[src/hdl/rmof_pkg.sv]
`default_nettype none

package rmof_pkg;

    localparam int DATA_W    = 16;
    localparam int FILL_W    = 3;
    localparam int RUN_W     = 8;
    localparam int TOTAL_W   = 32;
    localparam int CFG_IDX_W = 1;

    typedef logic [DATA_W-1:0]    t_sample;
    typedef logic [RUN_W-1:0]     t_run;
    typedef logic [TOTAL_W-1:0]   t_total;
    typedef logic [CFG_IDX_W-1:0] t_cfg_idx;

    // Configuration register indexes
    localparam t_cfg_idx CFG_JUMP_GATE      = 1'b0;
    localparam t_cfg_idx CFG_OUTLIER_ACCEPT = 1'b1;

    localparam t_sample GATE_RESET   = 16'd400;
    localparam t_run    ACCEPT_RESET = 8'd3;

    // Status from the statistics engine back to the top level
    typedef struct packed {
        logic    done;
        t_sample median;
        t_sample spread;
    } t_stats_res;

endpackage

`default_nettype wire

[src/hdl/robust_median_outlier_filter.sv]
// Median filter with an outlier gate for distance samples in millimetres.
// Input channel: i_in_valid / o_in_ready carry one i_sample_mm per beat.
// Output channel: o_out_valid / i_out_ready carry one result beat per input
// beat: median, fill count, spread, rejected flag and running reject total.
// Config channel: i_cfg_valid / o_cfg_ready (always high), index 0 writes the
// jump gate, index 1 the outlier run length; write only while the block idles.
// A taken sample with n entries in the window is sorted by one compare-
// exchange unit, one compare per cycle in bubble passes over a rotating line,
// then scanned once for min, middle and max. A dropped outlier skips the sort.
// One item at a time: o_in_ready is high only between items, so a new beat is
// taken only after the previous result is loaded into the output register;
// the next item may enter while that result still waits in the register.
// If the receiver stalls, the result holds in the output register and the
// next finished result waits in the block until the register frees.
// Reset (synchronous, active low) empties the window, clears the run and the
// reject total and restores the gate to 400 mm and the run length to 3.
`default_nettype none

module robust_median_outlier_filter
    import rmof_pkg::*;
#(
    parameter int WINDOW = 5
) (
    input  logic            i_clk,
    input  logic            i_rst_n,
    input  logic            i_in_valid,
    output logic            o_in_ready,
    input  t_sample         i_sample_mm,
    output logic            o_out_valid,
    input  logic            i_out_ready,
    output t_sample         o_median_mm,
    output logic [FILL_W-1:0] o_fill_count,
    output t_sample         o_spread_mm,
    output logic            o_was_rejected,
    output t_total          o_reject_total,
    input  logic            i_cfg_valid,
    output logic            o_cfg_ready,
    input  t_cfg_idx        i_cfg_index,
    input  t_sample         i_cfg_data
);

    localparam int HELD_W = $clog2(WINDOW + 1);
    localparam int SLOT_W = (WINDOW > 1) ? $clog2(WINDOW) : 1;
    localparam logic [HELD_W-1:0] HELD_FULL = HELD_W'(WINDOW);
    localparam logic [HELD_W-1:0] HELD_ONE  = HELD_W'(1);
    localparam logic [SLOT_W-1:0] SLOT_LAST = SLOT_W'(WINDOW - 1);

    typedef enum logic [1:0] {S_IDLE, S_BUSY, S_SEND} t_state;

    t_state               r_state;
    t_sample              r_window [WINDOW];
    logic [SLOT_W-1:0]    r_slot;
    logic [HELD_W-1:0]    r_held;
    t_run                 r_run;
    t_total               r_reject_cnt;
    t_sample              r_gate;
    t_run                 r_accept;
    logic                 r_rejected;
    logic                 r_start;

    logic                 r_out_valid;
    t_sample              r_out_median;
    logic [FILL_W-1:0]    r_out_fill;
    t_sample              r_out_spread;
    logic                 r_out_rejected;
    t_total               r_out_total;

    t_stats_res           stats_res;
    t_sample              diff_mm;
    t_run                 run_inc;
    logic                 is_full;
    logic                 is_outlier;
    logic                 drop;
    logic                 restart;
    logic [SLOT_W-1:0]    wr_slot;
    logic                 out_beat;
    logic                 out_load;

    // Median, spread and sort live in the engine; its median is the held state
    rmof_stats #(
        .WINDOW (WINDOW)
    ) u_stats (
        .i_clk    (i_clk),
        .i_rst_n  (i_rst_n),
        .i_start  (r_start),
        .i_count  (r_held),
        .i_window (r_window),
        .o_res    (stats_res)
    );

    // Gate: distance from the held median, only once the window is full
    assign diff_mm    = (i_sample_mm > stats_res.median) ? (i_sample_mm - stats_res.median)
                                                         : (stats_res.median - i_sample_mm);
    assign run_inc    = r_run + 1'b1;
    assign is_full    = (r_held == HELD_FULL);
    assign is_outlier = is_full && (diff_mm > r_gate);
    // drop while the run is short; a run that reaches the limit restarts the window
    assign drop       = is_outlier && (run_inc < r_accept);
    assign restart    = is_outlier && !drop;
    assign wr_slot    = restart ? '0 : r_slot;

    assign o_in_ready = (r_state == S_IDLE);
    assign o_cfg_ready = 1'b1;
    assign out_beat   = r_out_valid && i_out_ready;
    // the output register takes a new beat once it is free or being emptied
    assign out_load   = (r_state == S_SEND) && (!r_out_valid || i_out_ready);

    always_ff @(posedge i_clk) begin
        if (!i_rst_n) begin
            r_state      <= S_IDLE;
            r_slot       <= '0;
            r_held       <= '0;
            r_run        <= '0;
            r_reject_cnt <= '0;
            r_gate       <= GATE_RESET;
            r_accept     <= ACCEPT_RESET;
            r_start      <= 1'b0;
            r_out_valid  <= 1'b0;
        end else begin
            // kick the engine for every sample that enters the window
            r_start <= (r_state == S_IDLE) && i_in_valid && !drop;

            if (i_cfg_valid) begin
                case (i_cfg_index)
                    CFG_JUMP_GATE:      r_gate   <= i_cfg_data;
                    CFG_OUTLIER_ACCEPT: r_accept <= i_cfg_data[RUN_W-1:0];
                    default: ;
                endcase
            end

            // load a fresh result beat, or drop the one just taken
            if (out_load) begin
                r_out_valid <= 1'b1;
            end else if (out_beat) begin
                r_out_valid <= 1'b0;
            end

            case (r_state)
                S_IDLE: begin
                    if (i_in_valid) begin
                        r_rejected <= drop;
                        if (drop) begin
                            // hold window and statistics, count the reject
                            r_run        <= run_inc;
                            r_reject_cnt <= r_reject_cnt + 1'b1;
                            r_state      <= S_SEND;
                        end else begin
                            r_run             <= '0;
                            r_window[wr_slot] <= i_sample_mm;
                            r_slot  <= (wr_slot == SLOT_LAST) ? '0 : wr_slot + 1'b1;
                            if (restart) begin
                                r_held <= HELD_ONE;
                            end else if (!is_full) begin
                                r_held <= r_held + HELD_ONE;
                            end
                            r_state <= S_BUSY;
                        end
                    end
                end
                S_BUSY: begin
                    if (stats_res.done) begin
                        r_state <= S_SEND;
                    end
                end
                S_SEND: begin
                    // advance only when the output register is free
                    if (out_load) begin
                        r_out_median   <= stats_res.median;
                        r_out_fill     <= FILL_W'(r_held);
                        r_out_spread   <= stats_res.spread;
                        r_out_rejected <= r_rejected;
                        r_out_total    <= r_reject_cnt;
                        r_state        <= S_IDLE;
                    end
                end
                default: r_state <= S_IDLE;
            endcase
        end
    end

    assign o_out_valid    = r_out_valid;
    assign o_median_mm    = r_out_median;
    assign o_fill_count   = r_out_fill;
    assign o_spread_mm    = r_out_spread;
    assign o_was_rejected = r_out_rejected;
    assign o_reject_total = r_out_total;

endmodule

`default_nettype wire

[src/hdl/rmof_stats.sv]
`default_nettype none

module rmof_stats
    import rmof_pkg::*;
#(
    parameter int WINDOW = 5
) (
    input  logic                           i_clk,
    input  logic                           i_rst_n,
    input  logic                           i_start,
    input  logic [$clog2(WINDOW + 1)-1:0]  i_count,
    input  t_sample                        i_window [WINDOW],
    output t_stats_res                     o_res
);

    localparam int HELD_W = $clog2(WINDOW + 1);
    localparam int LINE_D = WINDOW + 1;
    localparam logic [HELD_W-1:0] CNT_ONE = HELD_W'(1);
    localparam logic [HELD_W-1:0] CNT_TWO = HELD_W'(2);

    typedef enum logic [1:0] {ST_IDLE, ST_SORT, ST_SCAN, ST_CALC} t_state;

    t_state              r_state;
    t_sample             r_line [LINE_D];
    t_sample             r_carry;
    logic [HELD_W-1:0]   r_n;
    logic [HELD_W-1:0]   r_pass;
    logic [HELD_W-1:0]   r_step;
    t_sample             r_min;
    t_sample             r_max;
    t_sample             r_lo;
    t_sample             r_hi;
    t_sample             r_median;
    t_sample             r_spread;
    logic                r_done;

    // Shared compare-exchange unit: carried value against the line head
    logic                do_swap;
    t_sample             small_val;
    t_sample             big_val;
    logic [HELD_W-1:0]   half;
    logic [DATA_W:0]     mid_sum;

    assign do_swap   = r_carry > r_line[1];
    assign small_val = do_swap ? r_line[1] : r_carry;
    assign big_val   = do_swap ? r_carry : r_line[1];
    assign half      = r_n >> 1;
    assign mid_sum   = {1'b0, r_lo} + {1'b0, r_hi};

    always_ff @(posedge i_clk) begin
        if (!i_rst_n) begin
            r_state  <= ST_IDLE;
            r_done   <= 1'b0;
            r_median <= '0;
            r_spread <= '0;
        end else begin
            r_done <= (r_state == ST_CALC);
            case (r_state)
                ST_IDLE: begin
                    if (i_start) begin
                        for (int k = 0; k < WINDOW; k++) begin
                            r_line[k] <= i_window[k];
                        end
                        r_carry <= i_window[0];
                        r_n     <= i_count;
                        r_pass  <= '0;
                        if (i_count > CNT_ONE) begin
                            r_step  <= CNT_ONE;
                            r_state <= ST_SORT;
                        end else begin
                            r_step  <= '0;
                            r_state <= ST_SCAN;
                        end
                    end
                end
                ST_SORT: begin
                    // rotate the line; the tail slot takes the exchange output
                    for (int k = 0; k < LINE_D - 1; k++) begin
                        if (HELD_W'(k) != r_n - CNT_ONE) begin
                            r_line[k] <= r_line[k + 1];
                        end
                    end
                    if (r_step == r_n) begin
                        // close the pass: park the largest at the tail
                        r_line[r_n - CNT_ONE] <= r_carry;
                        r_carry <= r_line[1];
                        if (r_pass == r_n - CNT_TWO) begin
                            r_step  <= '0;
                            r_state <= ST_SCAN;
                        end else begin
                            r_pass <= r_pass + CNT_ONE;
                            r_step <= CNT_ONE;
                        end
                    end else begin
                        r_line[r_n - CNT_ONE] <= small_val;
                        r_carry <= big_val;
                        r_step  <= r_step + CNT_ONE;
                    end
                end
                ST_SCAN: begin
                    for (int k = 0; k < LINE_D - 1; k++) begin
                        r_line[k] <= r_line[k + 1];
                    end
                    if (r_step == '0) begin
                        r_min <= r_line[0];
                    end
                    if (r_step == half) begin
                        r_hi <= r_line[0];
                        if (r_n[0]) begin
                            r_lo <= r_line[0];
                        end
                    end
                    if (!r_n[0] && (r_step == half - CNT_ONE)) begin
                        r_lo <= r_line[0];
                    end
                    if (r_step == r_n - CNT_ONE) begin
                        r_max   <= r_line[0];
                        r_state <= ST_CALC;
                    end
                    r_step <= r_step + CNT_ONE;
                end
                ST_CALC: begin
                    r_median <= mid_sum[DATA_W:1];
                    r_spread <= r_max - r_min;
                    r_state  <= ST_IDLE;
                end
                default: r_state <= ST_IDLE;
            endcase
        end
    end

    assign o_res.done   = r_done;
    assign o_res.median = r_median;
    assign o_res.spread = r_spread;

endmodule

`default_nettype wire

[config.mk]
export PLATFORM = sky130hd
export DESIGN_NAME = robust_median_outlier_filter
export DESIGN_NICKNAME = d
export VERILOG_FILES = /design/src/hdl/rmof_pkg.sv /design/src/hdl/robust_median_outlier_filter.sv /design/src/hdl/rmof_stats.sv
export SDC_FILE = /design/constraint.sdc
export NUM_CORES = 1
export LEC_CHECK = 0
export ABC_AREA = 1
export BUFFER_PORTS_ARGS = -buffer_cell sky130_fd_sc_hd__buf_2
export CAP_MARGIN = 10
export CORE_MARGIN = 1.5
export CORE_UTILIZATION = 57
export DETAILED_ROUTE_END_ITERATION = 8
export HOLD_SLACK_MARGIN = 0.12
export PLACE_DENSITY = 0.8
export SLEW_MARGIN = 20
export SYNTH_ARGS = -nofsm -noshare
export SYNTH_HDL_FRONTEND = slang
export SYNTH_SLANG_ARGS = --single-unit
export TNS_END_PERCENT = 30
[constraint.sdc]
create_clock -name i_clk -period 11.39 [get_ports i_clk]
set_clock_uncertainty 0.2 [all_clocks]
set_input_delay 1.139 -clock i_clk [delete_from_list [all_inputs] [get_ports i_clk]]
set_output_delay 1.139 -clock i_clk [all_outputs]
set_load 0.005 [all_outputs]
### Yosys cells after proc, flatten, opt, wreduce, memory -nomap -nowiden

Memory sizes are Yosys's and may differ from the RTL's.
Index checks and enable logic that the tools add are counted.

* $add $sub $neg: 13
* $lt $le $gt $ge: 7
* eq/ne operators: 26
* multiplexer cells: 85
* bitwise operators: 14
* reduce and logical (&&, ||, !) cells: 41

Operators with widths (number)
* two-way mux 16 bit: 20
* bitwise mux 80 bit: 1
* demux 16 bit (select 3 bit): 1
* > comparator 16 bit: 3
* subtractor 16 bit: 3
* two-way mux 1 bit: 39
* adder 32 x 1 -> 32 bit (second input constant): 1
* case mux 16 bit (2 select lines): 1
* AND reduction 3 bit: 10
* two-way mux 3 bit: 9
* AND reduction 4 bit: 5
* two-way mux 2 bit: 9
* adder 16 x 16 -> 17 bit: 1
* adder 3 x 1 -> 3 bit (second input constant): 4
* equality test 3 bit: 4
* OR 1 bit: 11
* != test 2 x 1 -> 1 bit (second input constant): 5
* logical AND 1 bit: 9
* case mux 3 bit (3 select lines): 1
* adder 8 x 1 -> 8 bit (second input constant): 1
* less-than comparator 8 bit: 1
* two-way mux 8 bit: 1
* != test 2 bit (second input constant): 4
* case mux 2 bit (4 select lines): 1
* other kinds (26): 41

* register bits after elaboration: 347
* bits in writable memories: 96
* bits of input ports: 38
* output and inout port bits: 71
* word-level logic and storage cells: 219
* memories kept: 1

Memory list
* u_stats.r_line: words 6, width 16, read ports 6, clocked after memory_dff 0, wr ports 6, RTL line rmof_stats.sv:24 `t_sample r_line [LINE_D];`

### Depth between registers and ports, before layout

* depth after elaboration: 14
* gate-level depth with buffers: 35
* gate-level depth less buffers: 34

### By module

Synthesis repeated with hierarchy kept, for this count alone.

* cell total of the unflattened synthesis: 2427
* area total of the unflattened synthesis: 23062.1 sq um

By module, submodules not included
* rmof_stats: instances 1, cells an instance 1333, area an instance 12468.2 sq um, sequential area each 6256.0 sq um
* robust_median_outlier_filter: instances 1, cells an instance 1094, area an instance 10593.9 sq um, sequential area each 5955.7 sq um

### Worst setup path after synthesis

OpenSTA, ideal clock, no wires.

* kind: input -> register
* start point: input port i_rst_n
* end point: register r_out_fill[0] (netlist: o_fill_count[0]) (enable)
* setup time: 0.662 ns
* arrival: 8.084 ns
* data required time: 10.528 ns
* setup slack: 2.444 ns
* stages on the path: 4
* path buffers: 2
* cells stage by stage: buf_2 -> inv_2 -> clkbuf_1 -> nor4_1

* longest elaborated chain between the ends: 1

RTL lines
* from (decl): RTL line robust_median_outlier_filter.sv:25 `input logic i_rst_n,`
* AND reduction 3 bit (no source line)
* to (signal assigned): RTL line robust_median_outlier_filter.sv:169 `r_out_fill <= FILL_W'(r_held);`
* to (decl): RTL line robust_median_outlier_filter.sv:63 `logic [FILL_W-1:0] r_out_fill;`

No other way between the ends.
A chain may end at the register's enable or synchronous reset.

### Worst setup path after layout

* start point: input port i_sample_mm[0]
* end point: register r_window[17] (netlist name) (enable)

* longest elaborated chain between the ends: 7
* elaborated cells between the ends (all ways): 9
* those cells by class: 2 x add/sub; 2 x order compare; 1 x mux; 1 x bitwise; 3 x reduce/logical

RTL lines
* from (decl): RTL line robust_median_outlier_filter.sv:28 `input t_sample i_sample_mm,`
* subtractor 16 bit, or another cell as far along: RTL line robust_median_outlier_filter.sv:93 `: (stats_res.median - i_sample_mm);`
* two-way mux 16 bit *: RTL line robust_median_outlier_filter.sv:92 `assign diff_mm = (i_sample_mm > stats_res.median) ? (i_sample_mm - stats_res.median)`
* > comparator 16 bit *: RTL line robust_median_outlier_filter.sv:96 `assign is_outlier = is_full && (diff_mm > r_gate);`
* logical AND 1 bit *: RTL line robust_median_outlier_filter.sv:96
* logical AND 1 bit *: RTL line robust_median_outlier_filter.sv:98 `assign drop = is_outlier && (run_inc < r_accept);`
* NOT 1 bit (no source line) *
* AND reduction 4 bit (no source line) *
* to (signal, indexed assignment): RTL line robust_median_outlier_filter.sv:149 `r_window[wr_slot] <= i_sample_mm;`
* to (decl): RTL line robust_median_outlier_filter.sv:51 `t_sample r_window [WINDOW];`

Mark *: on every way between the ends. The rest lies on a longest branch, timed or not.

==> flow_metrics.env <==
export IMPL_status="finished clean"
export IMPL_grt_pass1_wl_microns=88290
export IMPL_cp_end_kind="register"
export IMPL_ant_nets=0
export IMPL_crit_type="in -> reg"
export IMPL_syn_nets=2471
export IMPL_fin_ws_ns=5.546
export IMPL_viasPerCell=5.737
export IMPL_fill_cells=2932
export IMPL_antenna_cells=0
export IMPL_synthTopCellsByArea="edfxtp_1, dfxtp_1, nand2_1, ha_1, inv_1"
export IMPL_cts_made_buffers=46
export IMPL_cp_start_kind="primary input"
export IMPL_finalHoldViolations=0
export IMPL_syn_avg_cell_area_sq_um=9.748
export IMPL_overflow=0
export IMPL_antenna_found_initial=1
export IMPL_clkTransAtPathRegs_ns=0.06
export IMPL_yosysWarnings=0
export IMPL_track_usage_pct=27.58
export IMPL_synth_cell_area_sq_um=22510
export IMPL_irDropWorstVdd_v=0.0001325
export IMPL_cts_setup_buffers=0
export IMPL_synthArstFlopShare_pct=0
export IMPL_fin_util_pct=64.94
export IMPL_clock_fmax_ghz=0.1711
export IMPL_ioPinCount=109
export IMPL_min_period_over_period_pct=51.31
export IMPL_yosys_area_share_adder_pct=7.027
export IMPL_slew_headroom_pct=25.35
export IMPL_synth_edff_count=334
export IMPL_muxShareOfSynthArea_pct=0
export IMPL_final_area_sq_um=25210
export IMPL_cpMostUsedCell="nand2_1"
export IMPL_cp_num_buf_inv=7
export IMPL_period_minus_slack_ns=5.844
export IMPL_arrival_ns=5.86
export IMPL_place_gp_congestion=0.9486
export IMPL_syn_inst=2309
export IMPL_cts_hold_buf=0
export IMPL_core_area_sq_um=38830
export IMPL_layout_cells_non_filler=2965
export IMPL_cp_slowest_cell="nor3_4"
export IMPL_place_area_sq_um=23550
export IMPL_synth_top_cell_area_share_pct=44.56
export IMPL_syn2layout_area_growth_pct=12.02
export IMPL_cap_viol_max_count=0
export IMPL_synth_cell_types=56
export IMPL_final_setup_tns_ns=0
export IMPL_hold_depth=0
export IMPL_setup_viol=0
export IMPL_drt_initial_drc_count=1609
export IMPL_cts_buffer_depth=3
export IMPL_crit_family="simple AND/OR/NAND/NOR gates"
export IMPL_hold_path_class="reg -> reg"
export IMPL_final_cell_mix="nand2_1, edfxtp_1, inv_1"
export IMPL_htree_levels=2
export IMPL_cts_resized=0
export IMPL_fp_dieW_microns=201.7
export IMPL_vias=17010
export IMPL_cp_max_fo=17
export IMPL_worstSetupPathDepth=28
export IMPL_drc=0
export IMPL_start_util_pct=57.97
export IMPL_clockRootBuffer="clkbuf_16"
export IMPL_first_pass_iters=6
export IMPL_wire_per_inst_microns=18.82
export IMPL_fin_hold_ws_ns=0.2235
export IMPL_synth_ff_latch_count=443
export IMPL_io_buffers=107
export IMPL_yosys_most_used_dff="edfxtp_1"
export IMPL_ys_seq_area_share_pct=54.26
export IMPL_cts_num_sinks=443
export IMPL_tritoncts="yes"
export IMPL_clk_latency_ns=0.61
export IMPL_final_max_slew_viol_count=0
export IMPL_rr_worst_depth=26
export IMPL_synth_top_cell_by_area="edfxtp_1"
export IMPL_cpPeakStageDelay_ns=0.78
export IMPL_synth_xor_xnor_area_share_pct=3.035
export IMPL_grt_max_degree=101
export IMPL_dieHeight_microns=201.7
export IMPL_synth_top_family_by_area="simple AND/OR/NAND/NOR gates"
export IMPL_place_inst=2880
export IMPL_critPathRequiredTime_ns=11.41
export IMPL_synth_compound_area_share_pct=10.41
export IMPL_dp_worst_setup_slack_ns=4.976
export IMPL_row_count=72
export IMPL_rsz0062_at_grt="false"
export IMPL_power_total_mw=4.671
export IMPL_final_common_cell="nand2_1"
export IMPL_place_hpwl_microns=39110
export IMPL_die_area_sq_um=40690
export IMPL_nNetsFinal=2572
export IMPL_wl_microns=55810
export IMPL_grt_pass1_vias=16670
export IMPL_drive_above_1_share_pct=13.04
export IMPL_tightest_slew_ns=1.117
export IMPL_p_per_area_nw_per_um2=185.2
export IMPL_synth_simple_area_share_pct=18.73
export IMPL_leakage_nw=10.34
## layer usage
| metal | up-vias | wire length [microns] | track usage [%] |
|---|---|---|---|
| li1 | 8077 | - | - |
| met1 | 8107 | 22810 | 35.58 |
| met4 | 2 | 1695 | 10.23 |
| met3 | 114 | 4888 | 6.446 |
| met2 | 711 | 26400 | 45.38 |
| met5 | - | 13 | 0 |
## report_power, final
group | switching [mW] | leakage (nW) | internal, mW
registers | 0.0871 | 3.97 | 1.97
logic | 0.673 | 5.56 | 0.320
clock network | 0.658 | 0.810 | 0.965
total | 1.42 | 10.3 | 3.25
## cell usage after synthesis, types with 49 or more instances
library cell / n
nand2_1: 421
o211ai_1: 90
nand3_1: 129
dfxtp_1: 109
edfxtp_1: 334
a21oi_1: 136
inv_1: 283
xor2_1: 57
clkbuf_1: 49
or2_2: 64
o21ai_0: 112
nor2_1: 151
ha_1: 120
## final cells by class
type	count	area (sq um)	area share [%]
multi-input cells	1497	8887	35.25
flip-flops and latches	443	12210	48.43
well taps	518	648.1	2.570
clock buffers	58	1277	5.067
repair buffers	129	700.7	2.779
clock inverters	27	386.6	1.533
inverters	293	1102	4.372
## final timing paths
path / to / from / slack [ns]
worst max-delay path: r_window[17]$_DFFE_PP_ / i_sample_mm[0] / 5.55
worst min-delay path: o_was_rejected$_DFFE_PP_ / r_rejected$_DFFE_PP_ / 0.22
worst max register to register: r_window[17]$_DFFE_PP_ / u_stats.r_median[0]$_SDFFE_PN0P_ / 5.88
worst min register to register: o_was_rejected$_DFFE_PP_ / r_rejected$_DFFE_PP_ / 0.22
## kinds of logic after synthesis
logic type                 count (synthesis)
other                                      1
and+or+nand+nor                          900
AOI/OAI and AO/OA                        394
buffers and inverters                    369
xor gates and xnor gates                  78
adders and majority gates                124
DFF                                      443
## registers in the layout, summed over array words and instances (netlist names), 32 cells and up
signal	cells
u_stats.r_line	96
r_window	80
o_reject_total	32
r_reject_cnt	32
No activity file was read; power rests on OpenSTA's default activity.
